$ cat src/tcta_pkg.sv
// Shared types and constants for the top-count table with ageing.
// No dependencies; imported by every module of the block.
package tcta_pkg;

  localparam int TABLE_ENTRIES   = 16;
  localparam int TOP_LIST_LENGTH = 10;
  localparam int IDX_W  = $clog2(TABLE_ENTRIES);
  localparam int NUM_W  = $clog2(TABLE_ENTRIES + 1);
  localparam int RANK_W = 4;
  localparam int KEY_W  = 64;
  localparam int VAL_W  = 32;

  localparam int CFG_IDX_W = 2;
  localparam logic [CFG_IDX_W-1:0] REG_MAX_AGE        = 2'd0;
  localparam logic [CFG_IDX_W-1:0] REG_SWEEP_INTERVAL = 2'd1;

  localparam logic KIND_UPDATE = 1'b0;
  localparam logic KIND_READ   = 1'b1;

  typedef struct packed {
    logic             kind;
    logic [KEY_W-1:0] key;
    logic [VAL_W-1:0] count;
    logic [VAL_W-1:0] event_time;
  } in_word_t;

  typedef struct packed {
    logic [RANK_W-1:0] rank;
    logic [KEY_W-1:0]  key_res;
    logic [VAL_W-1:0]  count_res;
    logic [VAL_W-1:0]  event_time_res;
    logic              valid_res;
    logic              last;
  } out_word_t;

  typedef struct packed {
    logic [KEY_W-1:0] key;
    logic [VAL_W-1:0] count;
    logic [VAL_W-1:0] etime;
  } entry_t;

  // Candidate against current best: rank order and eviction order.
  typedef struct packed {
    logic above;
    logic older;
  } cmp_res_t;

endpackage

$ cat src/top_count_table_with_aging_top.sv
// Top level of the top-count table with ageing: sequencer, table and registers.
// Depends on tcta_pkg and tcta_cmp.
//
// Usage:
//   in_*  : one word per item. kind 0 is an update (key, count, event_time),
//           kind 1 reads the top list. in_ready is high only while idle.
//   out_* : a read gives one word per ranked entry, rank 0 first, last set on
//           the final word; an empty table gives a single word with valid_res
//           low and last high. Updates give no words.
//   cfg_* : register writes (index 0 max_age, index 1 sweep_interval), taken
//           at any time; cfg_ready is always high.
// Sequence (16 entries): an update runs an ageing scan, then a search scan and
//   a write; an update with key or count zero stops after ageing. Scans walk
//   the table one entry a cycle through the single table read port; the search
//   and rank scans share the comparator.
//   A read runs a full rank scan for each ranked word, then hands the word over
//   through the output register.
// Stall: a word waits in the output register until out_ready; the sequencer
//   holds until then.
// Reset: all entries empty, last sweep time zero, max_age 3600,
//   sweep_interval 60.
module top_count_table_with_aging_top import tcta_pkg::*; (
  input  logic                 clk,
  input  logic                 rst,
  input  logic                 in_valid,
  output logic                 in_ready,
  input  in_word_t             in_word,
  output logic                 out_valid,
  input  logic                 out_ready,
  output out_word_t            out_word,
  input  logic                 cfg_valid,
  output logic                 cfg_ready,
  input  logic [CFG_IDX_W-1:0] cfg_index,
  input  logic [VAL_W-1:0]     cfg_data
);

  localparam logic [2:0] ST_IDLE  = 3'd0;
  localparam logic [2:0] ST_AGE   = 3'd1;
  localparam logic [2:0] ST_SRCH  = 3'd2;
  localparam logic [2:0] ST_WRITE = 3'd3;
  localparam logic [2:0] ST_RANK  = 3'd4;
  localparam logic [2:0] ST_EMIT  = 3'd5;

  localparam logic [IDX_W-1:0] IDX_LAST = IDX_W'(TABLE_ENTRIES - 1);

  logic [2:0]               state;
  logic [IDX_W-1:0]         idx;
  logic [TABLE_ENTRIES-1:0] used;
  logic [TABLE_ENTRIES-1:0] taken;
  entry_t                   table_q [TABLE_ENTRIES];
  logic [VAL_W-1:0]         last_sweep;
  logic [VAL_W-1:0]         max_age;
  logic [VAL_W-1:0]         sweep_interval;
  in_word_t                 req;
  logic                     age_run;
  logic [VAL_W-1:0]         bound;
  logic                     best_found;
  logic [IDX_W-1:0]         best_idx;
  entry_t                   best;
  logic                     match_found;
  logic [IDX_W-1:0]         match_idx;
  logic                     free_found;
  logic [IDX_W-1:0]         free_idx;
  logic [RANK_W-1:0]        rank;
  logic [NUM_W-1:0]         n_out;

  entry_t           cur;
  cmp_res_t         cmp;
  logic             due;
  logic [NUM_W-1:0] used_num;
  logic [VAL_W:0]   sat_sum;
  logic [IDX_W-1:0] slot;

  assign in_ready  = (state == ST_IDLE);
  assign cfg_ready = 1'b1;
  assign cur       = table_q[idx];

  tcta_cmp u_cmp (
    .cand (cur),
    .best (best),
    .res  (cmp)
  );

  // 33-bit sum so the interval never wraps
  assign due = (last_sweep == '0) ||
               (({1'b0, last_sweep} + {1'b0, sweep_interval}) < {1'b0, in_word.event_time});
  assign used_num = NUM_W'($countones(used));
  assign sat_sum  = {1'b0, table_q[match_idx].count} + {1'b0, req.count};
  assign slot     = free_found ? free_idx : best_idx;

  // Configuration registers
  always_ff @(posedge clk) begin
    if (rst) begin
      max_age        <= VAL_W'(3600);
      sweep_interval <= VAL_W'(60);
    end else if (cfg_valid && cfg_ready) begin
      if (cfg_index == REG_MAX_AGE)        max_age        <= cfg_data;
      if (cfg_index == REG_SWEEP_INTERVAL) sweep_interval <= cfg_data;
    end
  end

  // Table payload: no reset; a slot's contents only count once its used bit is set
  always_ff @(posedge clk) begin
    if (state == ST_WRITE) begin
      if (match_found) begin
        table_q[match_idx].count <= sat_sum[VAL_W] ? '1 : sat_sum[VAL_W-1:0];
        if (req.event_time > table_q[match_idx].etime) begin
          table_q[match_idx].etime <= req.event_time;
        end
      end else begin
        table_q[slot] <= '{key: req.key, count: req.count, etime: req.event_time};
      end
    end
  end

  // Sequencer
  always_ff @(posedge clk) begin
    if (rst) begin
      state      <= ST_IDLE;
      used       <= '0;
      last_sweep <= '0;
      out_valid  <= 1'b0;
      idx        <= '0;
    end else begin
      unique case (state)
        ST_IDLE: begin
          if (in_valid) begin
            req         <= in_word;
            idx         <= '0;
            best_found  <= 1'b0;
            match_found <= 1'b0;
            free_found  <= 1'b0;
            taken       <= '0;
            rank        <= '0;
            if (in_word.kind == KIND_READ) begin
              n_out <= (used_num > NUM_W'(TOP_LIST_LENGTH)) ?
                       NUM_W'(TOP_LIST_LENGTH) : used_num;
              if (used_num == '0) begin
                // empty table: one blank word marked last
                out_word  <= '{rank: '0, key_res: '0, count_res: '0,
                               event_time_res: '0, valid_res: 1'b0, last: 1'b1};
                out_valid <= 1'b1;
                state     <= ST_EMIT;
              end else begin
                state <= ST_RANK;
              end
            end else begin
              age_run <= due;
              if (due) last_sweep <= in_word.event_time;
              bound <= (in_word.event_time > max_age) ?
                       (in_word.event_time - max_age) : '0;
              state <= ST_AGE;
            end
          end
        end
        ST_AGE: begin
          // when a sweep is due, drop stale entries one per cycle
          if (age_run && used[idx] && (cur.etime < bound)) used[idx] <= 1'b0;
          idx <= idx + 1'b1;
          if (idx == IDX_LAST) begin
            idx   <= '0;
            state <= ((req.key == '0) || (req.count == '0)) ? ST_IDLE : ST_SRCH;
          end
        end
        ST_SRCH: begin
          if (used[idx] && (cur.key == req.key) && !match_found) begin
            match_found <= 1'b1;
            match_idx   <= idx;
          end
          if (!used[idx] && !free_found) begin
            free_found <= 1'b1;
            free_idx   <= idx;
          end
          // eviction candidate; only used when every slot is taken
          if (!best_found || cmp.older) begin
            best_found <= 1'b1;
            best_idx   <= idx;
            best       <= cur;
          end
          idx <= idx + 1'b1;
          if (idx == IDX_LAST) state <= ST_WRITE;
        end
        ST_WRITE: begin
          if (!match_found) used[slot] <= 1'b1;
          idx   <= '0;
          state <= ST_IDLE;
        end
        ST_RANK: begin
          if (used[idx] && !taken[idx] && (!best_found || cmp.above)) begin
            best_found <= 1'b1;
            best_idx   <= idx;
            best       <= cur;
          end
          idx <= idx + 1'b1;
          if (idx == IDX_LAST) begin
            state <= ST_EMIT;
            // n_out >= 1 here, so the scan always finds a candidate
            if (used[idx] && !taken[idx] && (!best_found || cmp.above)) begin
              taken[idx] <= 1'b1;
              out_word   <= '{rank: rank, key_res: cur.key, count_res: cur.count,
                              event_time_res: cur.etime, valid_res: 1'b1,
                              last: (NUM_W'(rank) == n_out - 1'b1)};
            end else begin
              taken[best_idx] <= 1'b1;
              out_word <= '{rank: rank, key_res: best.key, count_res: best.count,
                            event_time_res: best.etime, valid_res: 1'b1,
                            last: (NUM_W'(rank) == n_out - 1'b1)};
            end
            out_valid <= 1'b1;
          end
        end
        ST_EMIT: begin
          if (out_ready) begin
            out_valid  <= 1'b0;
            idx        <= '0;
            best_found <= 1'b0;
            rank       <= rank + 1'b1;
            state      <= out_word.last ? ST_IDLE : ST_RANK;
          end
        end
        default: state <= ST_IDLE;
      endcase
    end
  end

  a_out_only_emit: assert property (@(posedge clk) disable iff (rst)
    out_valid |-> (state == ST_EMIT))
    else $error("output word valid outside emit state");

  a_rank_bound: assert property (@(posedge clk) disable iff (rst)
    (out_valid && out_word.valid_res) |-> (NUM_W'(out_word.rank) < n_out))
    else $error("rank beyond list length");

  a_last_at_end: assert property (@(posedge clk) disable iff (rst)
    (out_valid && out_word.valid_res && out_word.last) |->
      (NUM_W'(out_word.rank) == n_out - 1'b1))
    else $error("last flag on wrong rank");

  a_no_accept_busy: assert property (@(posedge clk) disable iff (rst)
    (state == ST_AGE || state == ST_SRCH || state == ST_RANK) |-> !in_ready)
    else $error("input ready while busy");

endmodule

$ cat src/tcta_cmp.sv
// Shared entry comparator used by the search and rank scans.
// Depends on tcta_pkg.
module tcta_cmp import tcta_pkg::*; (
  input  entry_t   cand,
  input  entry_t   best,
  output cmp_res_t res
);

  always_comb begin
    // rank: count descending, then newer time, then smaller key
    if (cand.count != best.count) begin
      res.above = cand.count > best.count;
    end else if (cand.etime != best.etime) begin
      res.above = cand.etime > best.etime;
    end else begin
      res.above = cand.key < best.key;
    end
    // eviction: oldest time, then smaller key
    res.older = (cand.etime < best.etime) ||
                ((cand.etime == best.etime) && (cand.key < best.key));
  end

endmodule

$ cat config.mk
export PLATFORM = sky130hd
export DESIGN_NAME = top_count_table_with_aging_top
export DESIGN_NICKNAME = d
export VERILOG_FILES = /design/src/tcta_pkg.sv /design/src/top_count_table_with_aging_top.sv /design/src/tcta_cmp.sv
export SDC_FILE = /design/constraint.sdc
export NUM_CORES = 2
export LEC_CHECK = 0
export ABC_AREA = 1
export BUFFER_PORTS_ARGS = -buffer_cell sky130_fd_sc_hd__buf_2
export CAP_MARGIN = 20
export CORE_ASPECT_RATIO = 1.2
export CORE_MARGIN = 4
export CORE_UTILIZATION = 45
export CTS_BUF_LIST = sky130_fd_sc_hd__clkbuf_8
export CTS_CLUSTER_DIAMETER = 200
export DETAILED_ROUTE_END_ITERATION = 16
export SYNTH_ARGS = -nofsm -noshare
export SYNTH_HDL_FRONTEND = slang
export SYNTH_SLANG_ARGS = --single-unit
$ cat constraint.sdc
create_clock -name clk -period 13.2 [get_ports clk]
set_clock_uncertainty 0.1 [all_clocks]
set_input_delay 1.32 -clock clk [delete_from_list [all_inputs] [get_ports clk]]
set_output_delay 1.32 -clock clk [all_outputs]
set_load 0.05 [all_outputs]
==> results.toml <==
[route]
viasPerCell = 6.09
drt-initial-drc-count = 11500
post_drt_wl_per_cell_um = 26.6
ant_nets = 0
drc = 0
first_pass_iters = 6
finalWirelength_mm = 418
vias = 95700

[global_routing]
grt_pass1_wl_mm = 602
gr-usage-all-layers = 0.283
grt_max_degree = 176
antenna_found_initial = 40
grt_pass1_vias = 91600
grt-ovfl-total = 0

[critical_path]
crit_type = "reg2reg"
crit_path_start_kind = "flip-flop"
worst_setup_path_end_kind = "flip-flop"
cp.arrival_ns = 9.17
crit_required_ns = 13.68
r2r_slack_ns = 4.51
cp_max_fo = 86
r2r-end = "best[13]$_DFFE_PP_"
reg2reg_depth = 25
critPathCapture = "best[13]$_DFFE_PP_"

[die]
rows = 210
core-area_um2 = 274000
dieWidth_um = 487
start_util = 0.453
num_io_pins = 305
die_h_um = 583
dieArea_um2 = 284000

[sta]
rsz0062_at_grt = "false"
setup_ws_ns = 4.51
slew_headroom = 0.224
finalCriticalPeriod_ns = 8.69
tightest_slew_ns = 1.16
finalMaxSlewViolations = 0
fin_tns_setup_ns = 0
fmax_mhz = 115
finalSetupViolCount = 0
hold_viol = 0
fin_crit_sh = 0.659

[cts]
cts_buffers = 416
cts_resized = 0
clk_pin_slew_ns = 0.06
cts_setup_buffers = 0
cts_tree = "yes"
cts_root_buffer = "clkbuf_8"
clk_path_buf_depth = 4
htreeDepth = 5
cts_sinks = 2639
clk_latency_ns = 1.08
holdBufCountCts = 0

[place]
dp.cells = 14900
dp_hpwl_mm = 244
dp_slack_ns = 4.69
port-buffer-count = 303
gp_congestion = 0.922

[min_path]
hold_path_class = "in2reg"

[cells_and_area]
stdcell_count = 15700
area_delta_synth_final_pct = 9.87
drive_gt1_frac = 0.0956
final_common_cell = "edfxtp_1"
num-fill-cells = 24200
final_cell_mix = "2511 x edfxtp_1, 1957 x o21ai_0, 1817 x nor2_1"
final_nets = 12300

[power]
p_comb_frac = 0.254
p_clk_frac = 0.290
seq_power_share = 0.457
leakage_nw = 46.9
p_per_area_nw_per_um2 = 167
p_sw_w = 0.00812
sw_frac_of_total = 0.356
internal-power_w = 0.0147
peakVddDrop_mv = 0.177

[logic_synthesis]
syn_inst = 11600
synthArstFlopShare = 0
yosysSeqAreaShare = 0.629
postSynthAreaPerCell_um2 = 10.7
synth-edff-count = 2511
post_synth_num_cell_types = 69
synth.cell_area_um2 = 124000
synth-main-ff-cell = "edfxtp_1"
synth_warnings = 0
synth-seq-cells = 2639
synth_fp_nets = 12100

[status]
outcome = "finished, final reports clean"

[run]
maxCapViolCount = 0
==> critical path: stages (launching register included) <==
cell and delay, ns:
dfxtp_4 0.93, buf_4 0.75, buf_4 0.79, buf_4 0.77
o21ai_0 0.19, o221ai_1 0.21, o211ai_1 0.12, nand2_1 0.20
ha_1 0.27, a21oi_1 0.18, nor2_1 0.06, a211oi_1 0.25
o221ai_1 0.15, nand2_1 0.09, nand3b_1 0.18, a21oi_1 0.23
nand2_1 0.16, nand2_1 0.14, nand2_1 0.08, nand2_2 0.12
nand2_8 0.37, nand2_1 0.19, nand2_1 0.12, nor2_4 0.16
buf_4 0.44, buf_4 0.57
==> state kept, by name, indices dropped and copies added, names as in the netlist, 5 cells and up, named ones only <==
register        count
max_age            32
used               16
best              128
taken              16
out_word          134
last_sweep         32
req               128
n_out               5
sweep_interval     32
table_q          2048
bound              32
==> cell usage after synthesis, types with 5 or more instances <==
library cell	n	area (um2)
a211oi_1	17	128
a21boi_0	11	82.6
a21o_1	7	52.6
a21oi_1	722	3610
a221oi_1	11	96.3
a22oi_1	5	37.5
a31oi_1	32	200
buf_1	41	154
buf_2	143	716
buf_4	40	300
buf_6	56	631
clkbuf_1	474	1780
dfxtp_1	128	2560
edfxtp_1	2511	75400
fa_1	13	260
ha_1	328	4100
inv_1	817	3070
inv_2	13	48.8
nand2_1	838	3150
nand2_2	8	50.1
nand3_1	291	1460
nand3b_1	9	67.6
nand4_1	51	319
nor2_1	1861	6990
nor2_2	5	31.3
nor3_1	45	225
nor3b_1	6	45.0
nor4_1	49	307
o2111ai_1	5	43.8
o211ai_1	243	1820
o211ai_2	5	62.6
o21a_1	25	188
o21ai_0	1957	9790
o21ai_1	69	345
o21bai_1	77	578
o221ai_1	254	2220
o22ai_1	254	1590
o22ai_2	5	62.6
o31ai_1	5	37.5
or2_2	16	100
xnor2_1	30	263
xor2_1	73	639
==> worst min path at each step <==
stage | from | end | slack [ns] | cells past startpoint
finish | in_word[116] | req[116]$_DFFE_PP_ | 0.34 | 1
detailed placement | match_idx[0]$_DFFE_PP_ | flip-flop | 0.35 | 2
floorplan | sweep_interval[2]$_SDFFE_PP1P_ | sweep_interval[2]$_SDFFE_PP1P_ | 0.33 | 2
CTS | in_word[121] | req[121]$_DFFE_PP_ | 0.26 | 1
global route | in_word[113] | req[113]$_DFFE_PP_ | 0.29 | 1
global placement | max_age[15]$_SDFFE_PP0P_ | max_age[15]$_SDFFE_PP0P_ | 0.35 | 2
==> power groups by stage <==
stage	registers (W)	clock network, W	logic, W
2_1_floorplan	0.0108	0	0.00347
3_3_place_gp	0.0106	0	0.00557
3_5_place_dp	0.0106	0	0.00569
4_1_cts	0.0104	0.00668	0.00571
5_1_grt	0.0104	0.00708	0.00627
6_report	0.0104	0.00660	0.00579
==> routing by layer <==
layer	up-vias	global-route usage	wire, um
met3	1071	0.0482	37800
li1	42300	-	-
met2	5202	0.463	198000
met4	20	0.149	23900
met1	47000	0.360	158000
met5	-	0	127
==> cell families after synthesis <==
family                   count (synthesis)  share of synthesized area
other                                    2                  0.0000605
AO/OA/AOI/OAI                         3725                      0.171
buffers and inverters                 1594                     0.0549
adder cells (fa/ha/maj)                341                     0.0352
AND/OR/NAND/NOR                       3190                      0.103
flip-flops                            2639                      0.629
XOR/XNOR                               103                    0.00727
==> metrics by stage <==
stage	utilization	area, um2	power [W]	hold WS (ns)
2_1_floorplan	-	124000	0.0143	0.333
3_3_place_gp	0.470	128000	0.0161	0.349
3_5_place_dp	0.470	128000	0.0163	0.353
4_1_cts	0.498	136000	0.0228	0.263
5_1_grt	0.498	136000	0.0238	0.294
6_report	0.498	136000	0.0228	0.336
==> cell type report <==
type                            instances  area, um2  share of cell area
Antenna cell                           29       72.6            0.000533
Clock buffer                          429       5900              0.0433
Clock inverter                        314       1720              0.0127
Inverter                              834       3190              0.0234
Multi-Input combinational cell       7361      39700               0.291
Sequential cell                      2639      78000               0.572
Tap cell                             3604       4510              0.0331
Timing Repair Buffer                  499       3160              0.0232
(Power assumes the default switching activity.)
